<file path="src/design/sis_pkg.sv">
// ----------------------------------------------------------------------------
// sis_pkg: shared types and constants of the sorted integer set
// Sizes, operation and status codes, transfer payloads and the command and
// flag structs passed along the cell chain.
// ----------------------------------------------------------------------------
package sis_pkg;

    localparam int CAPACITY = 64;
    localparam int VALUE_W  = 32;
    localparam int MODE_W   = 2;
    localparam int STATUS_W = 2;
    localparam int COUNT_W  = 7;
    // internal entry count, wide enough to hold CAPACITY itself
    localparam int CNT_W    = $clog2(CAPACITY + 1);

    typedef enum logic [MODE_W-1:0] {
        MODE_SEARCH = 2'd0,
        MODE_INSERT = 2'd1,
        MODE_REMOVE = 2'd2
    } mode_t;

    typedef enum logic [STATUS_W-1:0] {
        STATUS_OK      = 2'd0,
        STATUS_ABSENT  = 2'd1,
        STATUS_PRESENT = 2'd2,
        STATUS_FULL    = 2'd3
    } status_t;

    typedef struct packed {
        logic [MODE_W-1:0]         mode;
        logic signed [VALUE_W-1:0] value;
    } req_t;

    typedef struct packed {
        logic [STATUS_W-1:0] status;
        logic [COUNT_W-1:0]  count;
    } rsp_t;

    // broadcast to every cell
    typedef struct packed {
        logic                      ins_en;
        logic                      rem_en;
        logic signed [VALUE_W-1:0] key;
    } cell_cmd_t;

    // compare results of one cell
    typedef struct packed {
        logic lt;
        logic eq;
    } cell_flags_t;

endpackage

</file>
<file path="src/design/sis_cell.sv">
// ----------------------------------------------------------------------------
// sis_cell: one entry of the sorted chain
// Holds one value, compares it with the broadcast key and, on an insert or
// remove, takes its value from the neighbor below or above.
// ----------------------------------------------------------------------------
module sis_cell (
    input  logic                               aclk,
    input  sis_pkg::cell_cmd_t                 cmd,
    input  logic                               occupied,
    input  logic signed [sis_pkg::VALUE_W-1:0] prev_value,
    input  logic                               prev_lt,
    input  logic signed [sis_pkg::VALUE_W-1:0] next_value,
    output logic signed [sis_pkg::VALUE_W-1:0] value,
    output sis_pkg::cell_flags_t               flags
);
    import sis_pkg::*;

    logic signed [VALUE_W-1:0] value_reg;
    logic signed [VALUE_W-1:0] value_next;

    // compare against key; empty cells never match
    assign flags.lt = occupied && (value_reg < cmd.key);
    assign flags.eq = occupied && (value_reg == cmd.key);
    assign value    = value_reg;

    // insert: first cell not below key takes key, later ones shift up
    // remove: from the matching cell on, shift down
    always_comb begin
        value_next = value_reg;
        if (cmd.ins_en && !flags.lt) begin
            value_next = prev_lt ? cmd.key : prev_value;
        end else if (cmd.rem_en && !flags.lt) begin
            value_next = next_value;
        end
    end

    always_ff @(posedge aclk) begin
        value_reg <= value_next;
    end

endmodule

</file>
<file path="config.mk">
export PLATFORM = sky130hd
export DESIGN_NAME = sis_cell
export DESIGN_NICKNAME = d
export VERILOG_FILES = /design/src/design/sis_pkg.sv /design/src/design/sis_cell.sv
export SDC_FILE = /design/constraint.sdc
export NUM_CORES = 1
export LEC_CHECK = 0
export BUFFER_PORTS_ARGS = -buffer_cell sky130_fd_sc_hd__buf_4
export CAP_MARGIN = 20
export CORE_MARGIN = 2
export CORE_UTILIZATION = 46
export DETAILED_ROUTE_END_ITERATION = 10
export PLACE_DENSITY = 0.81
export SLEW_MARGIN = 25
export SYNTH_ARGS = -nofsm -noshare
export SYNTH_HDL_FRONTEND = slang
export SYNTH_SLANG_ARGS = --single-unit
</file>
<file path="constraint.sdc">
create_clock -name aclk -period 5.3 [get_ports aclk]
set_clock_uncertainty 0.2 [all_clocks]
set_input_delay 1.59 -clock aclk [delete_from_list [all_inputs] [get_ports aclk]]
set_output_delay 1.59 -clock aclk [all_outputs]
set_load 0.05 [all_outputs]
</file>
==> impl_metrics.json, run 1 <==
{
  "status": "finished clean",
  "timing.rr.end": "value[31]$_DFFE_PP_",
  "worstMarginPinSlew_ns": 0.447,
  "worst-path-stages": 9,
  "whs_ns": 1.21,
  "hold_buffers": 0,
  "startpoint": "cmd[31]",
  "ios": 135,
  "largest_reg_flops": 32,
  "sw_frac_of_total": 0.396,
  "synth.avg_cell_area_um2": 11.4,
  "worstSetupPathType": "input port to primary output",
  "slowest_stage": "or3_4",
  "synth_area_leaders": "edfxtp_1 37%, mux2_2 27%, ha_1 15%",
  "grt_max_degree": 33,
  "peakVddDrop_v": 0.000174,
  "cts_max_path_buffers": 2,
  "min_period_over_period": 0.991,
  "final_cell_mix": "138 x buf_4, 62 x mux2_2, 33 x inv_1",
  "cts_inserted_buffers": 5,
  "syn_area_um2": 2580,
  "ff2ff_setup_slack_ns": 2.17,
  "drt_pass1_iterations": 5,
  "die_x_um": 79.0,
  "cp_cell_sequence": "buf_4 > inv_1 > ha_1 > a21oi_1 > o21ai_0 > a221o_1 > or3_4 > o21ai_2 > buf_4",
  "hold_start": "value[31]$_DFFE_PP_",
  "worstRegToRegCells": 8,
  "relSlewSlack": 0.702,
  "maxCapViolations": 0,
  "synth_top_cell_by_area": "edfxtp_1",
  "rsz0062_at_grt": "no",
  "clk_pin_slew_worst_paths_ns": 0.07,
  "yosysWarnings": 0,
  "clock_latency_ns": 0.28,
  "path_common_cell": "buf_4",
  "syn_nets": 359,
  "area_growth_pct": 47.0,
  "finalSetupViolations": 0,
  "ys_ff_latch": 32,
  "drv_slew": 0,
  "hold_class": "flop to flop",
  "crit_path_start_kind": "input port",
  "slowest_delay_ns": 0.40,
  "synth.distinct_cells": 25,
  "layout_commonest_cell": "buf_4",
  "syn_inst": 226,
  "wl_per_cell_um": 14.9,
  "clkSinkCount": 32,
  "gr-total-overflow": 0,
  "via_count": 2248,
  "antenna_found_initial": 0,
  "num-nets-final": 498,
  "post_cts_buffers": 0,
  "place.gp.congestion": 0.769,
  "reg2reg_from": "value[31]$_DFFE_PP_",
  "core_um2": 5470,
  "p_comb_frac": 0.492,
  "crit_required_ns": 3.51,
  "path_buf_inv": 3,
  "hold_violations": 0,
  "netlist.area_leader.share": 0.372,
  "cts_tree": "done",
  "vias_per_cell": 5.13,
  "grt_util_all_layers": 0.210,
  "final.setup.tns_ns": 0,
  "dp_hpwl_um": 5240,
  "drc": 0,
  "p_clk_frac": 0.190,
  "io_buffers": 134,
  "die_y_um": 79.0,
  "cp.arrival_ns": 3.46,
  "cts_max_level": 2,
  "end_kind": "primary output",
  "p_per_area_nw_per_um2": 317,
  "drive_above_1_share": 0.582,
  "min_period_ns": 5.25,
  "drt-initial-drc-count": 55,
  "p_int_w": 0.000728,
  "yosysSeqAreaShare": 0.372,
  "clockRootBuffer": "clkbuf_8",
  "power.net_switching_w": 0.000477,
  "critPathMaxFanout": 5,
  "antenna_cells": 0,
  "num_rows": 27,
  "dieArea_um2": 6240,
  "grt_pass1_wl_um": 10300,
  "power_frac_seq": 0.318,
  "grt_pass1_vias": 2367,
  "max_freq_mhz": 190,
  "cts_resized": 0,
  "start_util": 0.472,
  "drt-total-wl_um": 6520,
  "critical-path-top-delay-family": "compound AO/OA/AOI/OAI gates",
  "ant_nets": 0,
  "cp-endpoint": "flags[1]",
  "cellLeakagePower_nw": 1.83
}
## routing by layer
layer	wire length, um	GRT usage	up-vias
met4	196	0.0897	0
met3	295	0.0330	19
li1	-	-	1107
met5	0	0	-
met1	2610	0.239	1044
met2	3420	0.387	78
## Yosys cell counts
cell / n
mux2_2: 62
inv_1: 33
edfxtp_1: 32
ha_1: 32
a21oi_1: 15
nand2_1: 11
nor2_1: 6
o21ai_0: 6
nand4_1: 5
clkbuf_1: 4
buf_6: 3
mux2_1: 2
nand3_1: 2
nor4_1: 2
a21bo_2: 1
a21o_1: 1
a221o_1: 1
a22oi_1: 1
a31oi_2: 1
and3_1: 1
nand3b_1: 1
nor2b_1: 1
o211ai_1: 1
o211ai_4: 1
or3_4: 1
## power groups by stage
stage	Clock (W)	Sequential (W)	Combinational, W
floorplan	0	0.000569	0.000210
global placement	0	0.000386	0.000583
detailed placement	0	0.000388	0.000595
CTS	0.000236	0.000383	0.000597
global route	0.000246	0.000390	0.000633
finish	0.000229	0.000382	0.000593
## area by class of cell
type,count,area (um2)
Clock buffer,5,68.8
Clock inverter,3,37.5
Fill cell,448,1670
Inverter,33,124
Multi-Input combinational cell,154,1460
Sequential cell,32,961
Tap cell,72,90.1
Timing Repair Buffer,139,1060
## cells by family (layout without fill, tap and decap cells)
family,count (synthesis),in the layout,share of synthesized area
multiplexers,64,64,0.279
adder cells (fa/ha/maj),32,32,0.155
AO/OA/AOI/OAI,28,28,0.0702
buffers and inverters,40,180,0.0668
AND/OR/NAND/NOR,30,30,0.0576
flip-flops,32,32,0.372
## through the flow
step / util / setup WS (ns) / power (W) / instances / instance area, um2
detailed placement: 0.675 / 0.0856 / 0.000983 / 430 / 3690
CTS: 0.694 / 0.0639 / 0.00122 / 438 / 3800
floorplan: - / 0.177 / 0.000778 / 226 / 2590
global placement: 0.675 / 0.121 / 0.000969 / 430 / 3690
finish: 0.694 / 0.0456 / 0.00120 / 438 / 3800
global route: 0.694 / 0.00662 / 0.00127 / 438 / 3800
## worst min path at each step
stage                    endpoint  slack, ns  cells past startpoint
6_report       value[8]$_DFFE_PP_       1.21                      5
5_1_grt        value[8]$_DFFE_PP_       1.26                      5
4_1_cts        value[8]$_DFFE_PP_       1.21                      5
3_5_place_dp   value[8]$_DFFE_PP_       1.18                      5
3_3_place_gp   value[8]$_DFFE_PP_       1.17                      5
2_1_floorplan  value[0]$_DFFE_PP_       1.34                      4
## worst register-to-register path: cells and delay by family (launching register included)
| kind | cells | cell delay (ns) |
|---|---|---|
| multiplexers | 1 | 0.39 |
| flip-flops | 1 | 0.40 |
| adder cells (fa/ha/maj) | 1 | 0.36 |
| AO/OA/AOI/OAI | 4 | 0.83 |
| AND/OR/NAND/NOR | 1 | 0.40 |
| buffers and inverters | 1 | 0.30 |
Power figures use the tool's default switching activity.
==> inputs of run 2 (changes only) <==
--- a/config.mk
+++ b/config.mk
@@ -11,6 +11,7 @@
 export CORE_UTILIZATION = 46
 export DETAILED_ROUTE_END_ITERATION = 10
 export PLACE_DENSITY = 0.81
+export RECOVER_POWER = 25
 export SLEW_MARGIN = 25
 export SYNTH_ARGS = -nofsm -noshare
 export SYNTH_HDL_FRONTEND = slang
==> run 2 against run 1 <==
Flip-flop and latch count unchanged. Setup slack worse by 0.0052 ns. Critical path depth unchanged. Register-to-register slack about the same. Critical path type unchanged. Highest routed layer unchanged.
==> impl_metrics.json, run 2 (same netlist as run 1, synthesis figures left out) <==
{
  "status": "finished clean",
  "grt_pass1_wl_um": 10300,
  "clockRootBuffer": "clkbuf_8",
  "io_buffers": 134,
  "clock_latency_ns": 0.28,
  "maxCapViolations": 0,
  "cp_cell_sequence": "buf_4 > inv_1 > ha_1 > a21oi_1 > o21ai_0 > a221o_1 > or3_4 > o21ai_2 > buf_4",
  "cts_resized": 0,
  "finalSetupViolations": 0,
  "num_rows": 27,
  "ant_nets": 0,
  "slowest_delay_ns": 0.40,
  "final_cell_mix": "114 x buf_4, 62 x mux2_2, 33 x inv_1",
  "via_count": 2245,
  "p_clk_frac": 0.196,
  "fin_util": 0.678,
  "clkSinkCount": 32,
  "final.setup.tns_ns": 0,
  "antenna_found_initial": 0,
  "cp.arrival_ns": 3.47,
  "whs_ns": 1.21,
  "place.gp.congestion": 0.769,
  "p_int_w": 0.000696,
  "cts_max_path_buffers": 2,
  "crit_path_start_kind": "input port",
  "drt_pass1_iterations": 4,
  "grt_max_degree": 33,
  "dp.cells": 430,
  "path_common_cell": "buf_4",
  "worstRegToRegCells": 8,
  "drive_above_1_share": 0.516,
  "ios": 135,
  "gr-total-overflow": 0,
  "end_kind": "primary output",
  "power.net_switching_w": 0.000477,
  "num-nets-final": 498,
  "largest_reg_flops": 32,
  "cellLeakagePower_nw": 1.74,
  "min_period_ns": 5.26,
  "p_per_area_nw_per_um2": 316,
  "setup_slack_ns": 0.0404,
  "area_growth_pct": 43.5,
  "die_y_um": 79.0,
  "dieArea_um2": 6240,
  "drt-total-wl_um": 6550,
  "hold_buffers": 0,
  "min_period_over_period": 0.992,
  "layout_commonest_cell": "buf_4",
  "grt_util_all_layers": 0.210,
  "dp_hpwl_um": 5240,
  "clk_pin_slew_worst_paths_ns": 0.07,
  "wl_per_cell_um": 14.9,
  "drt-initial-drc-count": 47,
  "power_frac_seq": 0.325,
  "min_path_cells": 5,
  "worstSetupPathType": "input port to primary output",
  "layout.cells.non_filler": 438,
  "cts_tree": "done",
  "drc": 0,
  "start_util": 0.472,
  "peakVddDrop_v": 0.000173,
  "dpl_worst_slack_ns": 0.0856,
  "relSlewSlack": 0.576,
  "grt_pass1_vias": 2367,
  "max_freq_mhz": 190,
  "hold_violations": 0,
  "antenna_cells": 0,
  "worstMarginPinSlew_ns": 0.639,
  "slowest_stage": "or3_4",
  "cts_inserted_buffers": 5,
  "drv_slew": 0,
  "critPathMaxFanout": 5,
  "rsz0062_at_grt": "no",
  "hold_class": "flop to flop",
  "vias_per_cell": 5.13,
  "post_cts_buffers": 0,
  "p_comb_frac": 0.479,
  "die_x_um": 79.0,
  "cts_max_level": 2,
  "sw_frac_of_total": 0.407,
  "core_um2": 5470,
  "crit_required_ns": 3.51
}
-- run 2: cell type report --
| type | instances | area [um2] |
|---|---|---|
| flip-flops and latches | 32 | 961 |
| fillers | 466 | 1760 |
| multi-input cells | 154 | 1460 |
| inverters | 33 | 124 |
| repair buffers | 139 | 966 |
| clock buffers | 5 | 68.8 |
| clock inverters | 3 | 37.5 |
| well taps | 72 | 90.1 |
-- run 2: worst max-delay path, delay by kind of cell --
kind	cells	cell delay (ns)
simple gates	1	0.40
compound gates	4	0.80
buf+inv	3	0.35
fa+ha+maj	1	0.32
-- run 2: final timing paths --
kind                       start             endpoint  slack, ns
min reg2reg  value[31]$_DFFE_PP_  value[15]$_DFFE_PP_       1.21
max                      cmd[31]             flags[1]       0.04
max reg2reg  value[31]$_DFFE_PP_  value[22]$_DFFE_PP_       2.18
min          value[31]$_DFFE_PP_  value[15]$_DFFE_PP_       1.21
-- run 2: power groups by stage --
stage	sequential [W]	clock, W	combinational [W]
floorplan	0.000569	0	0.000210
global placement	0.000386	0	0.000583
detailed placement	0.000388	0	0.000595
CTS	0.000383	0.000236	0.000597
global route	0.000388	0.000246	0.000600
finish	0.000382	0.000229	0.000561
-- run 2: routing by layer --
metal / share of wire / track usage
met5: 0 / 0
met4: 0.026 / 0.0897
met3: 0.045 / 0.0330
met2: 0.53 / 0.387
met1: 0.40 / 0.239
-- run 2: through the flow --
step | total power, W | area, um2
after floorplan | 0.000778 | 2590
after global placement | 0.000969 | 3690
after detailed placement | 0.000983 | 3690
after CTS | 0.00122 | 3800
after global routing | 0.00124 | 3710
final | 0.00117 | 3710
==> inputs of run 3 (changes only) <==
--- a/config.mk
+++ b/config.mk
@@ -5,12 +5,13 @@
 export SDC_FILE = /design/constraint.sdc
 export NUM_CORES = 1
 export LEC_CHECK = 0
+export ABC_CLOCK_PERIOD_IN_PS = 4400
 export BUFFER_PORTS_ARGS = -buffer_cell sky130_fd_sc_hd__buf_4
 export CAP_MARGIN = 20
 export CORE_MARGIN = 2
-export CORE_UTILIZATION = 46
+export CORE_UTILIZATION = 42
 export DETAILED_ROUTE_END_ITERATION = 10
-export PLACE_DENSITY = 0.81
+export PLACE_DENSITY = 0.78
 export RECOVER_POWER = 25
 export SLEW_MARGIN = 25
 export SYNTH_ARGS = -nofsm -noshare
==> constraint.sdc (replaced) <==
create_clock -name aclk -period 4.4 [get_ports aclk]
set_clock_uncertainty 0.2 [all_clocks]
set_input_delay 1.32 -clock aclk [delete_from_list [all_inputs] [get_ports aclk]]
set_output_delay 1.32 -clock aclk [all_outputs]
set_load 0.05 [all_outputs]
==> run 3 against run 2 <==
Non-clock buffer count increased by 13. Sequential power rose by 23%. Setup slack got worse by 0.16 ns. Largest power group unchanged. The run now ends with negative setup slack left.
==> impl_metrics.json, run 3 (same netlist as run 1, synthesis figures left out) <==
{
  "status": "complete, but fails checks",
  "violations": "negative setup slack",
  "p_clk_frac": 0.153,
  "layout_commonest_cell": "buf_4",
  "drt-total-wl_um": 6720,
  "dpl_worst_slack_ns": -0.219,
  "ios": 135,
  "critPathMaxFanout": 3,
  "ant_nets": 0,
  "gr-total-overflow": 0,
  "cts_max_path_buffers": 2,
  "min_path_cells": 2,
  "setup_slack_ns": -0.115,
  "drt_pass1_iterations": 4,
  "worstSetupPathType": "input port to primary output",
  "antenna_cells": 0,
  "clk_pin_slew_worst_paths_ns": 0.06,
  "num_rows": 28,
  "clock_latency_ns": 0.28,
  "peakVddDrop_v": 0.000172,
  "die_x_um": 82.5,
  "power.net_switching_w": 0.000594,
  "p_per_area_nw_per_um2": 359,
  "cts_inserted_buffers": 5,
  "clkSinkCount": 32,
  "antenna_found_initial": 0,
  "cts_tree": "done",
  "sw_frac_of_total": 0.417,
  "hold_violations": 0,
  "grt_pass1_wl_um": 9920,
  "max_freq_mhz": 221,
  "via_count": 2257,
  "final_cell_mix": "122 x buf_4, 62 x mux2_2, 32 x edfxtp_1",
  "grt_max_degree": 33,
  "drv_slew": 0,
  "relSlewSlack": 0.570,
  "maxCapViolations": 0,
  "worstRegToRegCells": 9,
  "drive_above_1_share": 0.591,
  "min_period_ns": 4.52,
  "power_frac_seq": 0.330,
  "grt_util_all_layers": 0.193,
  "worstMarginPinSlew_ns": 0.648,
  "cp.arrival_ns": 3.00,
  "finalSetupViolations": 1,
  "final.setup.tns_ns": -0.115,
  "clockRootBuffer": "clkbuf_8",
  "p_comb_frac": 0.517,
  "num-nets-final": 511,
  "vias_per_cell": 4.97,
  "io_buffers": 134,
  "start_util": 0.437,
  "crit_required_ns": 2.88,
  "drt-initial-drc-count": 35,
  "area_growth_pct": 53.5,
  "cts_max_level": 2,
  "min_period_over_period": 1.03,
  "place.gp.congestion": 0.785,
  "p_int_w": 0.000830,
  "end_kind": "primary output",
  "crit_path_start_kind": "input port",
  "grt_pass1_vias": 2191,
  "hold_class": "input port to flop",
  "hold_buffers": 0,
  "dp_hpwl_um": 5380,
  "dieArea_um2": 6800,
  "wl_per_cell_um": 14.8,
  "largest_reg_flops": 32,
  "die_y_um": 82.5,
  "rsz0062_at_grt": "yes",
  "core_um2": 5920,
  "cellLeakagePower_nw": 1.81,
  "drc": 0
}
run 3: final timing paths:
check / startpoint / end / slack [ns]
min: next_value[5] / value[5]$_DFFE_PP_ / 1.13
max reg2reg: value[29]$_DFFE_PP_ / value[25]$_DFFE_PP_ / 1.30
min reg2reg: value[16]$_DFFE_PP_ / value[2]$_DFFE_PP_ / 1.28
max: cmd[30] / flags[1] / -0.12
run 3: critical path: stages:
cell and delay [ns]:
buf_4 0.12, inv_2 0.05, ha_4 0.19, nand4_1 0.19, nor2_1 0.08, a221o_1 0.36
or3_4 0.36, o21ai_4 0.14, buf_6 0.17
run 3: timing repair:
action | in CTS | in global routing
resized for setup | 12 | 6
endpoints found under the setup margin | 2 | 2
buffers inserted | 1 | 0
pin swaps | 6 | 3
run 3: metrics by stage:
stage,instances,total power [W],instance area [um2],hold slack (ns),util
after global placement,445,0.00122,3890,1.28,0.657
after global routing,454,0.00150,3970,1.13,0.670
final,454,0.00142,3970,1.13,0.670
after detailed placement,445,0.00124,3890,1.28,0.657
after CTS,454,0.00148,4040,1.12,0.682
after floorplan,226,0.000956,2680,1.32,-
run 3: cell type report:
| cell class | count | area (um2) |
|---|---|---|
| inverters | 33 | 124 |
| fillers | 499 | 1950 |
| flip-flops and latches | 32 | 961 |
| clock inverters | 1 | 3.75 |
| clock buffers | 7 | 76.3 |
| well taps | 75 | 93.8 |
| repair buffers | 152 | 1090 |
| multi-input cells | 154 | 1610 |
run 3: layer usage:
layer,GRT usage,share of wire
met5,0,0
met4,0.0767,0.017
met3,0.0326,0.053
met2,0.352,0.53
met1,0.224,0.40
run 3: power by group through the flow:
stage,Clock (W),Sequential (W),Combinational [W]
2_1_floorplan,0,0.000688,0.000267
3_3_place_gp,0,0.000471,0.000749
3_5_place_dp,0,0.000475,0.000765
4_1_cts,0.000225,0.000472,0.000780
5_1_grt,0.000238,0.000477,0.000789
6_report,0.000218,0.000470,0.000735
